**src/design/uart_pwm_command_parser_core_assert.svh**
```systemverilog
// Assertion macros shared by the queue and back stage modules.
`ifndef UART_PWM_COMMAND_PARSER_CORE_ASSERT_SVH
`define UART_PWM_COMMAND_PARSER_CORE_ASSERT_SVH

`ifndef NO_ASSERTIONS

// Checked only out of reset.
`define UPCP_ASSERT(lbl, prop) \
    lbl: assert property (@(posedge i_clk) disable iff (!i_rst_n) (prop)) \
        else $error("upcp assertion failed");

// Checked at every edge, reset included.
`define UPCP_ASSERT_ALWAYS(lbl, prop) \
    lbl: assert property (@(posedge i_clk) (prop)) \
        else $error("upcp assertion failed");

`else

`define UPCP_ASSERT(lbl, prop)
`define UPCP_ASSERT_ALWAYS(lbl, prop)

`endif

`endif

```
**src/design/upcp_pkg.sv**
```systemverilog
`default_nettype none

package upcp_pkg;

    localparam logic [7:0] CH_END = 8'h21;
    localparam logic [7:0] CH_CR  = 8'h0D;
    localparam logic [7:0] CH_LF  = 8'h0A;
    localparam logic [7:0] CH_PCT = 8'h25;
    localparam logic [7:0] CH_NUL = 8'h00;
    localparam logic [7:0] CH_0   = 8'h30;
    localparam logic [7:0] CH_9   = 8'h39;

    localparam logic [31:0] DUTY_MAX   = 32'd100;
    localparam logic [6:0]  DUTY_RESET = 7'd50;

    // keyword table: ON, OFF, Status (padded to eight positions)
    localparam logic [7:0] KW_TEXT [3][8] = '{
        '{8'h4F, 8'h4E, 8'h00, 8'h00, 8'h00, 8'h00, 8'h00, 8'h00},
        '{8'h4F, 8'h46, 8'h46, 8'h00, 8'h00, 8'h00, 8'h00, 8'h00},
        '{8'h53, 8'h74, 8'h61, 8'h74, 8'h75, 8'h73, 8'h00, 8'h00}
    };
    localparam logic [2:0] KW_LEN [3] = '{3'd2, 3'd3, 3'd6};

    // "PWM:"
    localparam logic [7:0] PWM_PREFIX [4] = '{8'h50, 8'h57, 8'h4D, 8'h3A};

    // pwm phase codes; 0..3 are prefix positions
    localparam logic [2:0] PH_START  = 3'd0;
    localparam logic [2:0] PH_WAIT   = 3'd4;
    localparam logic [2:0] PH_DIGITS = 3'd5;
    localparam logic [2:0] PH_DONE   = 3'd6;
    localparam logic [2:0] PH_ERR    = 3'd7;

    typedef enum logic [2:0] {
        REPLY_ON         = 3'd0,
        REPLY_OFF        = 3'd1,
        REPLY_STATUS_ON  = 3'd2,
        REPLY_STATUS_OFF = 3'd3,
        REPLY_DUTY_APPLY = 3'd4,
        REPLY_DUTY_SAVE  = 3'd5,
        REPLY_SYNTAX     = 3'd6,
        REPLY_UNKNOWN    = 3'd7
    } t_reply;

    // classified command handed from the front to the back
    typedef struct packed {
        logic [2:0] kw_hit;     // bit0 ON, bit1 OFF, bit2 Status
        logic       pwm_prefix; // "PWM:" completed
        logic       pwm_ok;     // digits then '%'
        logic [6:0] duty;       // clamped duty
    } t_cmd;

    function automatic logic [2:0] kw_char_hit(input logic [2:0] pos, input logic [7:0] c);
        logic [2:0] hit;
        for (int k = 0; k < 3; k++) begin
            hit[k] = (pos < KW_LEN[k]) && (KW_TEXT[k][pos] == c);
        end
        return hit;
    endfunction

    function automatic logic [2:0] kw_len_hit(input logic [2:0] len);
        logic [2:0] hit;
        for (int k = 0; k < 3; k++) begin
            hit[k] = (len == KW_LEN[k]);
        end
        return hit;
    endfunction

endpackage

`default_nettype wire

```
**src/design/upcp_front.sv**
```systemverilog
`default_nettype none

module upcp_front #(
    parameter int BUFFER_DEPTH = 64
) (
    input  wire logic              i_clk,
    input  wire logic              i_rst_n,
    input  wire logic              i_valid,
    output logic                   o_ready,
    input  wire logic [7:0]        i_byte,
    input  wire logic              i_full,
    output logic                   o_push,
    output upcp_pkg::t_cmd         o_cmd
);

    localparam int CW = $clog2(BUFFER_DEPTH);

    logic [CW-1:0] r_count, n_count;
    logic [2:0]    r_flags, n_flags;
    logic [2:0]    r_phase, n_phase;
    logic          r_ended, n_ended;
    logic [31:0]   r_acc,   n_acc;

    logic          accept;
    logic          pos_small;
    logic [2:0]    pos;
    logic [2:0]    len_hit;
    logic [2:0]    char_hit;
    logic          is_digit;
    logic [31:0]   digit;

    assign o_ready   = !i_full;
    assign accept    = i_valid && o_ready;
    assign pos_small = ((r_count >> 3) == '0);
    assign pos       = r_count[2:0];
    assign len_hit   = pos_small ? upcp_pkg::kw_len_hit(pos) : 3'b000;
    assign char_hit  = pos_small ? upcp_pkg::kw_char_hit(pos, i_byte) : 3'b000;
    assign is_digit  = (i_byte >= upcp_pkg::CH_0) && (i_byte <= upcp_pkg::CH_9);
    assign digit     = 32'(i_byte[3:0]);

    always_comb begin
        n_count = r_count;
        n_flags = r_flags;
        n_phase = r_phase;
        n_ended = r_ended;
        n_acc   = r_acc;
        o_push  = 1'b0;
        o_cmd.kw_hit     = r_ended ? r_flags : (r_flags & len_hit);
        o_cmd.pwm_prefix = (r_phase >= upcp_pkg::PH_WAIT);
        o_cmd.pwm_ok     = (r_phase == upcp_pkg::PH_DONE);
        o_cmd.duty       = (r_acc > upcp_pkg::DUTY_MAX) ? 7'(upcp_pkg::DUTY_MAX) : r_acc[6:0];
        if (accept) begin
            if (i_byte == upcp_pkg::CH_END) begin
                o_push  = 1'b1;
                n_count = '0;
                n_flags = 3'b111;
                n_phase = upcp_pkg::PH_START;
                n_ended = 1'b0;
                n_acc   = '0;
            end else if (i_byte != upcp_pkg::CH_CR && i_byte != upcp_pkg::CH_LF &&
                         r_count < CW'(BUFFER_DEPTH - 1)) begin
                n_count = r_count + 1'b1;
                if (!r_ended) begin
                    if (i_byte == upcp_pkg::CH_NUL) begin
                        n_flags = r_flags & len_hit;
                        n_ended = 1'b1;
                    end else begin
                        n_flags = r_flags & char_hit;
                        if (r_phase < upcp_pkg::PH_WAIT) begin
                            if (pos_small && pos == r_phase &&
                                i_byte == upcp_pkg::PWM_PREFIX[r_phase[1:0]]) begin
                                n_phase = r_phase + 1'b1;
                            end
                        end else if (r_phase == upcp_pkg::PH_WAIT) begin
                            if (is_digit) begin
                                n_acc   = digit;
                                n_phase = upcp_pkg::PH_DIGITS;
                            end else begin
                                n_phase = upcp_pkg::PH_ERR;
                            end
                        end else if (r_phase == upcp_pkg::PH_DIGITS) begin
                            if (is_digit) begin
                                n_acc = (r_acc << 3) + (r_acc << 1) + digit;
                            end else if (i_byte == upcp_pkg::CH_PCT) begin
                                n_phase = upcp_pkg::PH_DONE;
                            end else begin
                                n_phase = upcp_pkg::PH_ERR;
                            end
                        end
                    end
                end
            end
        end
    end

    always_ff @(posedge i_clk) begin
        if (!i_rst_n) begin
            r_count <= '0;
            r_flags <= 3'b111;
            r_phase <= upcp_pkg::PH_START;
            r_ended <= 1'b0;
            r_acc   <= '0;
        end else begin
            r_count <= n_count;
            r_flags <= n_flags;
            r_phase <= n_phase;
            r_ended <= n_ended;
            r_acc   <= n_acc;
        end
    end

endmodule

`default_nettype wire

```
**src/design/upcp_queue.sv**
```systemverilog
`default_nettype none

`include "uart_pwm_command_parser_core_assert.svh"

module upcp_queue (
    input  wire logic            i_clk,
    input  wire logic            i_rst_n,
    input  wire logic            i_push,
    input  wire upcp_pkg::t_cmd  i_cmd,
    output logic                 o_full,
    input  wire logic            i_pop,
    output logic                 o_valid,
    output upcp_pkg::t_cmd       o_cmd
);

    localparam int DEPTH = 4;
    localparam int AW    = $clog2(DEPTH);

    upcp_pkg::t_cmd r_slot [DEPTH];
    logic [AW-1:0]  r_wr, r_rd;
    logic [AW:0]    r_cnt;
    logic           push_ok;
    logic           pop_ok;

    assign o_full  = (r_cnt == (AW+1)'(DEPTH));
    assign o_valid = (r_cnt != '0);
    assign o_cmd   = r_slot[r_rd];
    assign push_ok = i_push && !o_full;
    assign pop_ok  = i_pop && o_valid;

    always_ff @(posedge i_clk) begin
        if (push_ok) begin
            r_slot[r_wr] <= i_cmd;
        end
    end

    always_ff @(posedge i_clk) begin
        if (!i_rst_n) begin
            r_wr  <= '0;
            r_rd  <= '0;
            r_cnt <= '0;
        end else begin
            if (push_ok) begin
                r_wr <= r_wr + 1'b1;
            end
            if (pop_ok) begin
                r_rd <= r_rd + 1'b1;
            end
            r_cnt <= r_cnt + (AW+1)'(push_ok) - (AW+1)'(pop_ok);
        end
    end

    `UPCP_ASSERT(a_cnt_bound, r_cnt <= (AW+1)'(DEPTH))
    `UPCP_ASSERT(a_no_push_full, i_push |-> !o_full)
    `UPCP_ASSERT(a_pop_only, (pop_ok && !push_ok) |=> (r_cnt == $past(r_cnt) - 1'b1))

endmodule

`default_nettype wire

```
**src/design/upcp_back.sv**
```systemverilog
`default_nettype none

`include "uart_pwm_command_parser_core_assert.svh"

module upcp_back (
    input  wire logic            i_clk,
    input  wire logic            i_rst_n,
    input  wire logic            i_valid,
    input  wire upcp_pkg::t_cmd  i_cmd,
    output logic                 o_pop,
    output logic                 o_valid,
    input  wire logic            i_ready,
    output logic [2:0]           o_reply_code,
    output logic [6:0]           o_duty_percent,
    output logic                 o_led_on,
    output logic [9:0]           o_compare_value
);

    logic              r_led,  n_led;
    logic [6:0]        r_duty, n_duty;
    logic              r_valid;
    upcp_pkg::t_reply  r_reply, n_reply;
    logic [6:0]        r_out_duty;
    logic              r_out_led;
    logic [9:0]        r_cmp,  n_cmp;

    assign o_pop = i_valid && (!r_valid || i_ready);

    always_comb begin
        n_led   = r_led;
        n_duty  = r_duty;
        n_reply = upcp_pkg::REPLY_UNKNOWN;
        if (i_cmd.kw_hit[0]) begin
            n_led   = 1'b1;
            n_reply = upcp_pkg::REPLY_ON;
        end else if (i_cmd.kw_hit[1]) begin
            n_led   = 1'b0;
            n_reply = upcp_pkg::REPLY_OFF;
        end else if (i_cmd.kw_hit[2]) begin
            n_reply = r_led ? upcp_pkg::REPLY_STATUS_ON : upcp_pkg::REPLY_STATUS_OFF;
        end else if (i_cmd.pwm_prefix) begin
            if (i_cmd.pwm_ok) begin
                n_duty  = i_cmd.duty;
                n_reply = r_led ? upcp_pkg::REPLY_DUTY_APPLY : upcp_pkg::REPLY_DUTY_SAVE;
            end else begin
                n_reply = upcp_pkg::REPLY_SYNTAX;
            end
        end
        n_cmp = n_led ? ((10'(n_duty) << 3) + (10'(n_duty) << 1)) : 10'd0;
    end

    always_ff @(posedge i_clk) begin
        if (!i_rst_n) begin
            r_led   <= 1'b0;
            r_duty  <= upcp_pkg::DUTY_RESET;
            r_valid <= 1'b0;
        end else begin
            if (o_pop) begin
                r_led   <= n_led;
                r_duty  <= n_duty;
                r_valid <= 1'b1;
            end else if (i_ready) begin
                r_valid <= 1'b0;
            end
        end
    end

    always_ff @(posedge i_clk) begin
        if (o_pop) begin
            r_reply    <= n_reply;
            r_out_duty <= n_duty;
            r_out_led  <= n_led;
            r_cmp      <= n_cmp;
        end
    end

    assign o_valid         = r_valid;
    assign o_reply_code    = r_reply;
    assign o_duty_percent  = r_out_duty;
    assign o_led_on        = r_out_led;
    assign o_compare_value = r_cmp;

    `UPCP_ASSERT(a_duty_range, r_duty <= 7'd100)
    `UPCP_ASSERT(a_off_zero, (r_valid && !r_out_led) |-> (r_cmp == 10'd0))
    `UPCP_ASSERT(a_no_overwrite, (r_valid && !i_ready) |-> !o_pop)

endmodule

`default_nettype wire

```
**src/design/uart_pwm_command_parser_core.sv**
```systemverilog
// UART PWM command parser.
// s_axis carries received bytes, one per word (tdata[7:0]). Commands end in
// '!' and are ON, OFF, Status or PWM:<digits>%. CR/LF are dropped.
// m_axis carries one word per '!': reply code, duty, LED state and the
// PWM compare value (duty*10 when the LED is on, else 0).
// Throughput: one byte per cycle while the command queue is not full. A byte
// is classified in the front stage in the cycle it is taken; a '!' word
// reaches m_axis through the queue entry, then the back stage output
// register, and can wait in either while m_axis is stalled.
// A four-entry command queue sits between front and back; s_axis_tready
// drops only when that queue is full, i.e. when m_axis has been stalled
// through several pending commands. Non-'!' bytes then wait as well.
// Reset (synchronous, active low): parse state cleared, LED off, duty 50,
// queue and output register empty.
`default_nettype none

module uart_pwm_command_parser_core #(
    parameter int BUFFER_DEPTH = 64
) (
    input  wire logic        i_clk,
    input  wire logic        i_rst_n,
    input  wire logic        s_axis_tvalid,
    output logic             s_axis_tready,
    input  wire logic [7:0]  s_axis_tdata,  // [7:0] rx_byte
    output logic             m_axis_tvalid,
    input  wire logic        m_axis_tready,
    output logic [23:0]      m_axis_tdata   // [2:0] reply_code, [9:3] duty_percent,
                                            // [10] led_on, [20:11] compare_value, pad
);

    upcp_pkg::t_cmd front_cmd;
    upcp_pkg::t_cmd queue_cmd;
    logic           push;
    logic           full;
    logic           pop;
    logic           queue_valid;
    logic [2:0]     reply_code;
    logic [6:0]     duty_percent;
    logic           led_on;
    logic [9:0]     compare_value;

    upcp_front #(
        .BUFFER_DEPTH (BUFFER_DEPTH)
    ) u_front (
        .i_clk   (i_clk),
        .i_rst_n (i_rst_n),
        .i_valid (s_axis_tvalid),
        .o_ready (s_axis_tready),
        .i_byte  (s_axis_tdata),
        .i_full  (full),
        .o_push  (push),
        .o_cmd   (front_cmd)
    );

    upcp_queue u_queue (
        .i_clk   (i_clk),
        .i_rst_n (i_rst_n),
        .i_push  (push),
        .i_cmd   (front_cmd),
        .o_full  (full),
        .i_pop   (pop),
        .o_valid (queue_valid),
        .o_cmd   (queue_cmd)
    );

    upcp_back u_back (
        .i_clk           (i_clk),
        .i_rst_n         (i_rst_n),
        .i_valid         (queue_valid),
        .i_cmd           (queue_cmd),
        .o_pop           (pop),
        .o_valid         (m_axis_tvalid),
        .i_ready         (m_axis_tready),
        .o_reply_code    (reply_code),
        .o_duty_percent  (duty_percent),
        .o_led_on        (led_on),
        .o_compare_value (compare_value)
    );

    assign m_axis_tdata = {3'b000, compare_value, led_on, duty_percent, reply_code};

endmodule

`default_nettype wire

```
**config.mk**
```make
export PLATFORM = sky130hd
export DESIGN_NAME = uart_pwm_command_parser_core
export DESIGN_NICKNAME = d
export VERILOG_FILES = /design/src/design/upcp_pkg.sv /design/src/design/upcp_front.sv /design/src/design/upcp_queue.sv /design/src/design/upcp_back.sv /design/src/design/uart_pwm_command_parser_core.sv
export VERILOG_INCLUDE_DIRS = /design/src /design/src/design
export SDC_FILE = /design/constraint.sdc
export NUM_CORES = 1
export LEC_CHECK = 0
export ABC_AREA = 1
export BUFFER_PORTS_ARGS = -buffer_cell sky130_fd_sc_hd__buf_2
export CAP_MARGIN = 10
export CORE_ASPECT_RATIO = 1.75
export CORE_UTILIZATION = 52
export DETAILED_ROUTE_END_ITERATION = 16
export PLACE_DENSITY = 0.82
export SLEW_MARGIN = 30
export SYNTH_ARGS = -nofsm -noshare
export SYNTH_HDL_FRONTEND = slang
export SYNTH_HIERARCHICAL = 1
export SYNTH_SLANG_ARGS = --single-unit
```
**constraint.sdc**
```tcl
create_clock -name i_clk -period 3.1 [get_ports i_clk]
set_clock_uncertainty 0.2 [all_clocks]
set_input_delay 0.155 -clock i_clk [delete_from_list [all_inputs] [get_ports i_clk]]
set_output_delay 0.155 -clock i_clk [all_outputs]
set_load 0.005 [all_outputs]
```
==> flow_summary_export.csv <==
group,metric,value,unit
status,status,"finished, final reports clean",
floorplanning,core_area,0.0171,mm^2
final_layout,multi_input_area,0.00501,mm^2
global_routing,antenna_found_initial,0,
routing,routedWlPerCell,14.8,um
placement,dpl.cell_count,1474,
final_layout,instances_no_fill,1510,
final_layout,drive_above_1_share,13.2,%
yosys,synth_top_family_by_area,"simple AND/OR/NAND/NOR gates",
pwr,ir_worst_vdd,0.000309,V
clocking,cts.reportedPaths.clkPinSlew,70,ps
yosys,synth_compound_area_share,10.1,%
yosys,async_reset_ff_share,0,%
routing,vias,8080,
global_routing,grt-ovfl-total,0,
final_layout,final_cell_mix,"nand2_1 (343), inv_1 (173), nor2_1 (127), ha_1 (81), edfxtp_1 (68)",
routing,via_per_inst,5.35,
pwr,power.share.sequential,45.5,%
timing,fmax,344,MHz
final_layout,seq_area,0.00331,mm^2
placement,gp_congestion,0.979,
setup_path,path_delay_family,"simple AND/OR/NAND/NOR gates",
yosys,synth_cell_types,54,
yosys,syn_inst,1218,
final_layout,area_growth,11.8,%
setup_path,slowest_stage,"dfxtp_4",
clocking,clock_sinks,131,
setup_path,worstPathArrival,2880,ps
floorplanning,fp-row-count,63,
timing,hold_viol,0,
pwr,p_leak,4.93,nW
yosys,yosys_warnings,6,
global_routing,grt.total_usage,25.8,%
pwr,switching_share,23.4,%
setup_path,cp_max_fo,8,
floorplanning,initial_core_util,53.5,%
yosys,netlist_area,0.00916,mm^2
yosys,ys.flop_type,"edfxtp_1",
yosys,synth_fa_ha_area_share,12.1,%
yosys,synth_edf_count,68,
timing,final-setup-viol-count,0,
final_layout,num_antenna_cells,0,
clocking,cts_max_level,4,
clocking,cts_root_buffer,"clkbuf_16",
setup_path,end_kind,"register",
clocking,clock_path_buffers,2,
clocking,cts_buffers,17,
floorplanning,io_pins,38,
final_layout,layout_commonest_cell,"nand2_1",
timing,worst_hold_slack,24.2,ps
pwr,powerDensity,392,mW/mm^2
routing,ant_nets,0,
routing,drt_iter0_drc,437,
yosys,synth_mux_area_share,0,%
setup_path,crit_type,"reg2reg",
timing,timing.final.crit_share,93.8,%
placement,dpl.hpwl,17100,um
setup_path,critPathBufInv,3,
pwr,power.internal,3.07,mW
timing,worst_slew_pin_slew,626,ps
routing,totalWireLength,22400,um
floorplanning,dieArea,0.0182,mm^2
setup_path,cp_cell_sequence,"clkbuf_2 -> o21ai_1 -> o22ai_2 -> nor2_4 -> nand2_4 -> nand2_1 -> nand2_1 -> ha_2 -> inv_1 -> fa_1 -> inv_1 -> nand3_1 -> nand2_2 -> nand2_1 -> nand2_1 -> nand3_2 -> nand2_1 -> nor2_1",
routing,drtPass1Iterations,5,
global_routing,grt_pass1_vias,8026,
min_path,hp-class,"in2reg",
floorplanning,die-width,102,um
floorplanning,die_h,178,um
yosys,syn_area_per_cell,7.52,um^2
yosys,ys_seq_area_share,36.1,%
pwr,p_comb_share,3.8,%
yosys,synth_xor_area_share,2.01,%
placement,portBuffers,33,
timing,report.final.slew_viol_count,0,
setup_path,cp_common_cell,"nand2_1",
placement,pre_cts_slack,18.4,ps
global_routing,grt_pass1_wl,36100,um
clocking,cts_tree,"done",
pwr,p_total,4.01,mW
final_layout,fillers,1495,
timing,period_needed,2910,ps
flow_run,drv_cap,0,
final_layout,nets,1368,
setup_path,critPathRequiredTime,3070,ps
global_routing,grt_start_max_net_pins,37,
routing,drcViolationCount,0,
yosys,synth-simple-area-share,30.0,%
timing,slew_headroom,57.9,%
clocking,clk_latency,420,ps
setup_path,critPathMaxStageDelay,390,ps
yosys,synth-seq-cells,131,
setup_path,setup.worst_path.start_class,"register",
pwr,p_clk_share,50.7,%
timing,finalSetupTns,0,ps
pwr,power_switching,0.941,mW
timing,setup_slack,192,ps
-- tightest hold or removal path, stage by stage --
cell and delay [ps]:
buf_2 180, a21oi_1 190, a211oi_2 50
-- power groups by stage --
stage / sequential, mW / clock (mW) / combinational [mW]
final: 1.83 / 2.04 / 0.152
after global routing: 1.83 / 2.14 / 0.168
after CTS: 1.83 / 2.06 / 0.149
after detailed placement: 1.86 / 0 / 0.146
after global placement: 1.86 / 0 / 0.142
after floorplan: 1.86 / 0 / 0.106
-- synthesized netlist by cell type, types with 3 or more instances --
master / number / area, um^2
nand2_1: 344 / 1290
inv_1: 174 / 653
nor2_1: 127 / 477
ha_1: 82 / 1030
edfxtp_1: 68 / 2040
dfxtp_1: 63 / 1260
nand3_1: 61 / 305
a21oi_1: 60 / 300
o21ai_0: 26 / 130
o21ai_1: 19 / 95.1
a21oi_2: 16 / 140
nand3_2: 16 / 160
xor2_1: 14 / 123
nand4_1: 13 / 81.3
buf_4: 12 / 90.1
o22ai_1: 12 / 75.1
nor3_1: 11 / 55.1
nand2_4: 8 / 90.1
nand2_2: 7 / 43.8
xnor2_1: 7 / 61.3
a211oi_1: 5 / 37.5
clkbuf_1: 5 / 18.8
nand3b_1: 5 / 37.5
nor4_1: 5 / 31.3
or2_2: 5 / 31.3
a21boi_0: 4 / 30.0
fa_1: 4 / 80.1
inv_2: 4 / 15.0
and2_1: 3 / 18.8
buf_2: 3 / 15.0
buf_6: 3 / 33.8
nor2_2: 3 / 18.8
nor2_4: 3 / 33.8
-- per-stage QoR --
step / util (%) / area (um^2)
finish: 59.9 / 10200
global route: 59.9 / 10200
CTS: 59.6 / 10200
detailed placement: 55.9 / 9560
global placement: 55.9 / 9560
floorplan: - / 9160
-- repair_timing --
item                       CTS  global route
resized for setup            1            15
setup endpoints to repair    1             4
pin swaps                    0             4
hold buffers                 2             0
hold endpoints to repair    13             0
buffers inserted             0             2
-- area by class of cell --
class	count	area share, %
tap	227	2.77
multi-input combinational	881	48.9
sequential	131	32.3
clock buffer	17	4.15
inverter	182	6.75
clock inverter	15	1.69
timing repair buffer	57	3.40
-- kinds of logic (layout without fill, tap and decap cells) --
logic type / count (synthesis) / after routing
buffers and inverters: 208 / 271
AO/OA/AOI/OAI: 155 / 155
XOR/XNOR: 21 / 21
other: 2 / 4
flip-flops: 131 / 131
adder cells (fa/ha/maj): 86 / 86
AND/OR/NAND/NOR: 615 / 615
-- flip-flops by register name (all words and copies together), names as in the netlist, 3 cells and up, named ones only --
name / flops
u_front/r_phase: 3
u_front/r_acc: 32
u_front/r_count: 6
u_back/r_duty: 7
u_back/o_reply_code: 3
u_back/o_compare_value: 9
u_queue/r_cnt: 3
u_front/r_flags: 3
u_queue/r_slot: 48
u_back/o_duty_percent: 7
-- path summary, 6_finish.rpt --
| kind | start | endpoint | slack [ps] | cells after the start |
|---|---|---|---|---|
| max | register | u_back/o_compare_value[9]$_SDFFCE_PN0P_ | 190 | 18 |
| min | s_axis_tdata[0] | u_front/r_acc[0]$_SDFFE_PN0P_ | 20 | 3 |
| max reg2reg | register | u_back/o_compare_value[9]$_SDFFCE_PN0P_ | 190 | 18 |
| min reg2reg | u_front/r_flags[2]$_SDFFE_PN1P_ | u_front/r_flags[2]$_SDFFE_PN1P_ | 250 | 2 |
-- metal layers --
layer / wire, um / track usage [%] / vias to the layer above
met1: 7770 / 22.6 / 3685
met3: 702 / 3.51 / 106
li1: - / - / 4061
met4: 1650 / 19.4 / 0
met5: 0 / 0 / -
met2: 12300 / 50.7 / 228
(Power assumes the default switching activity.)
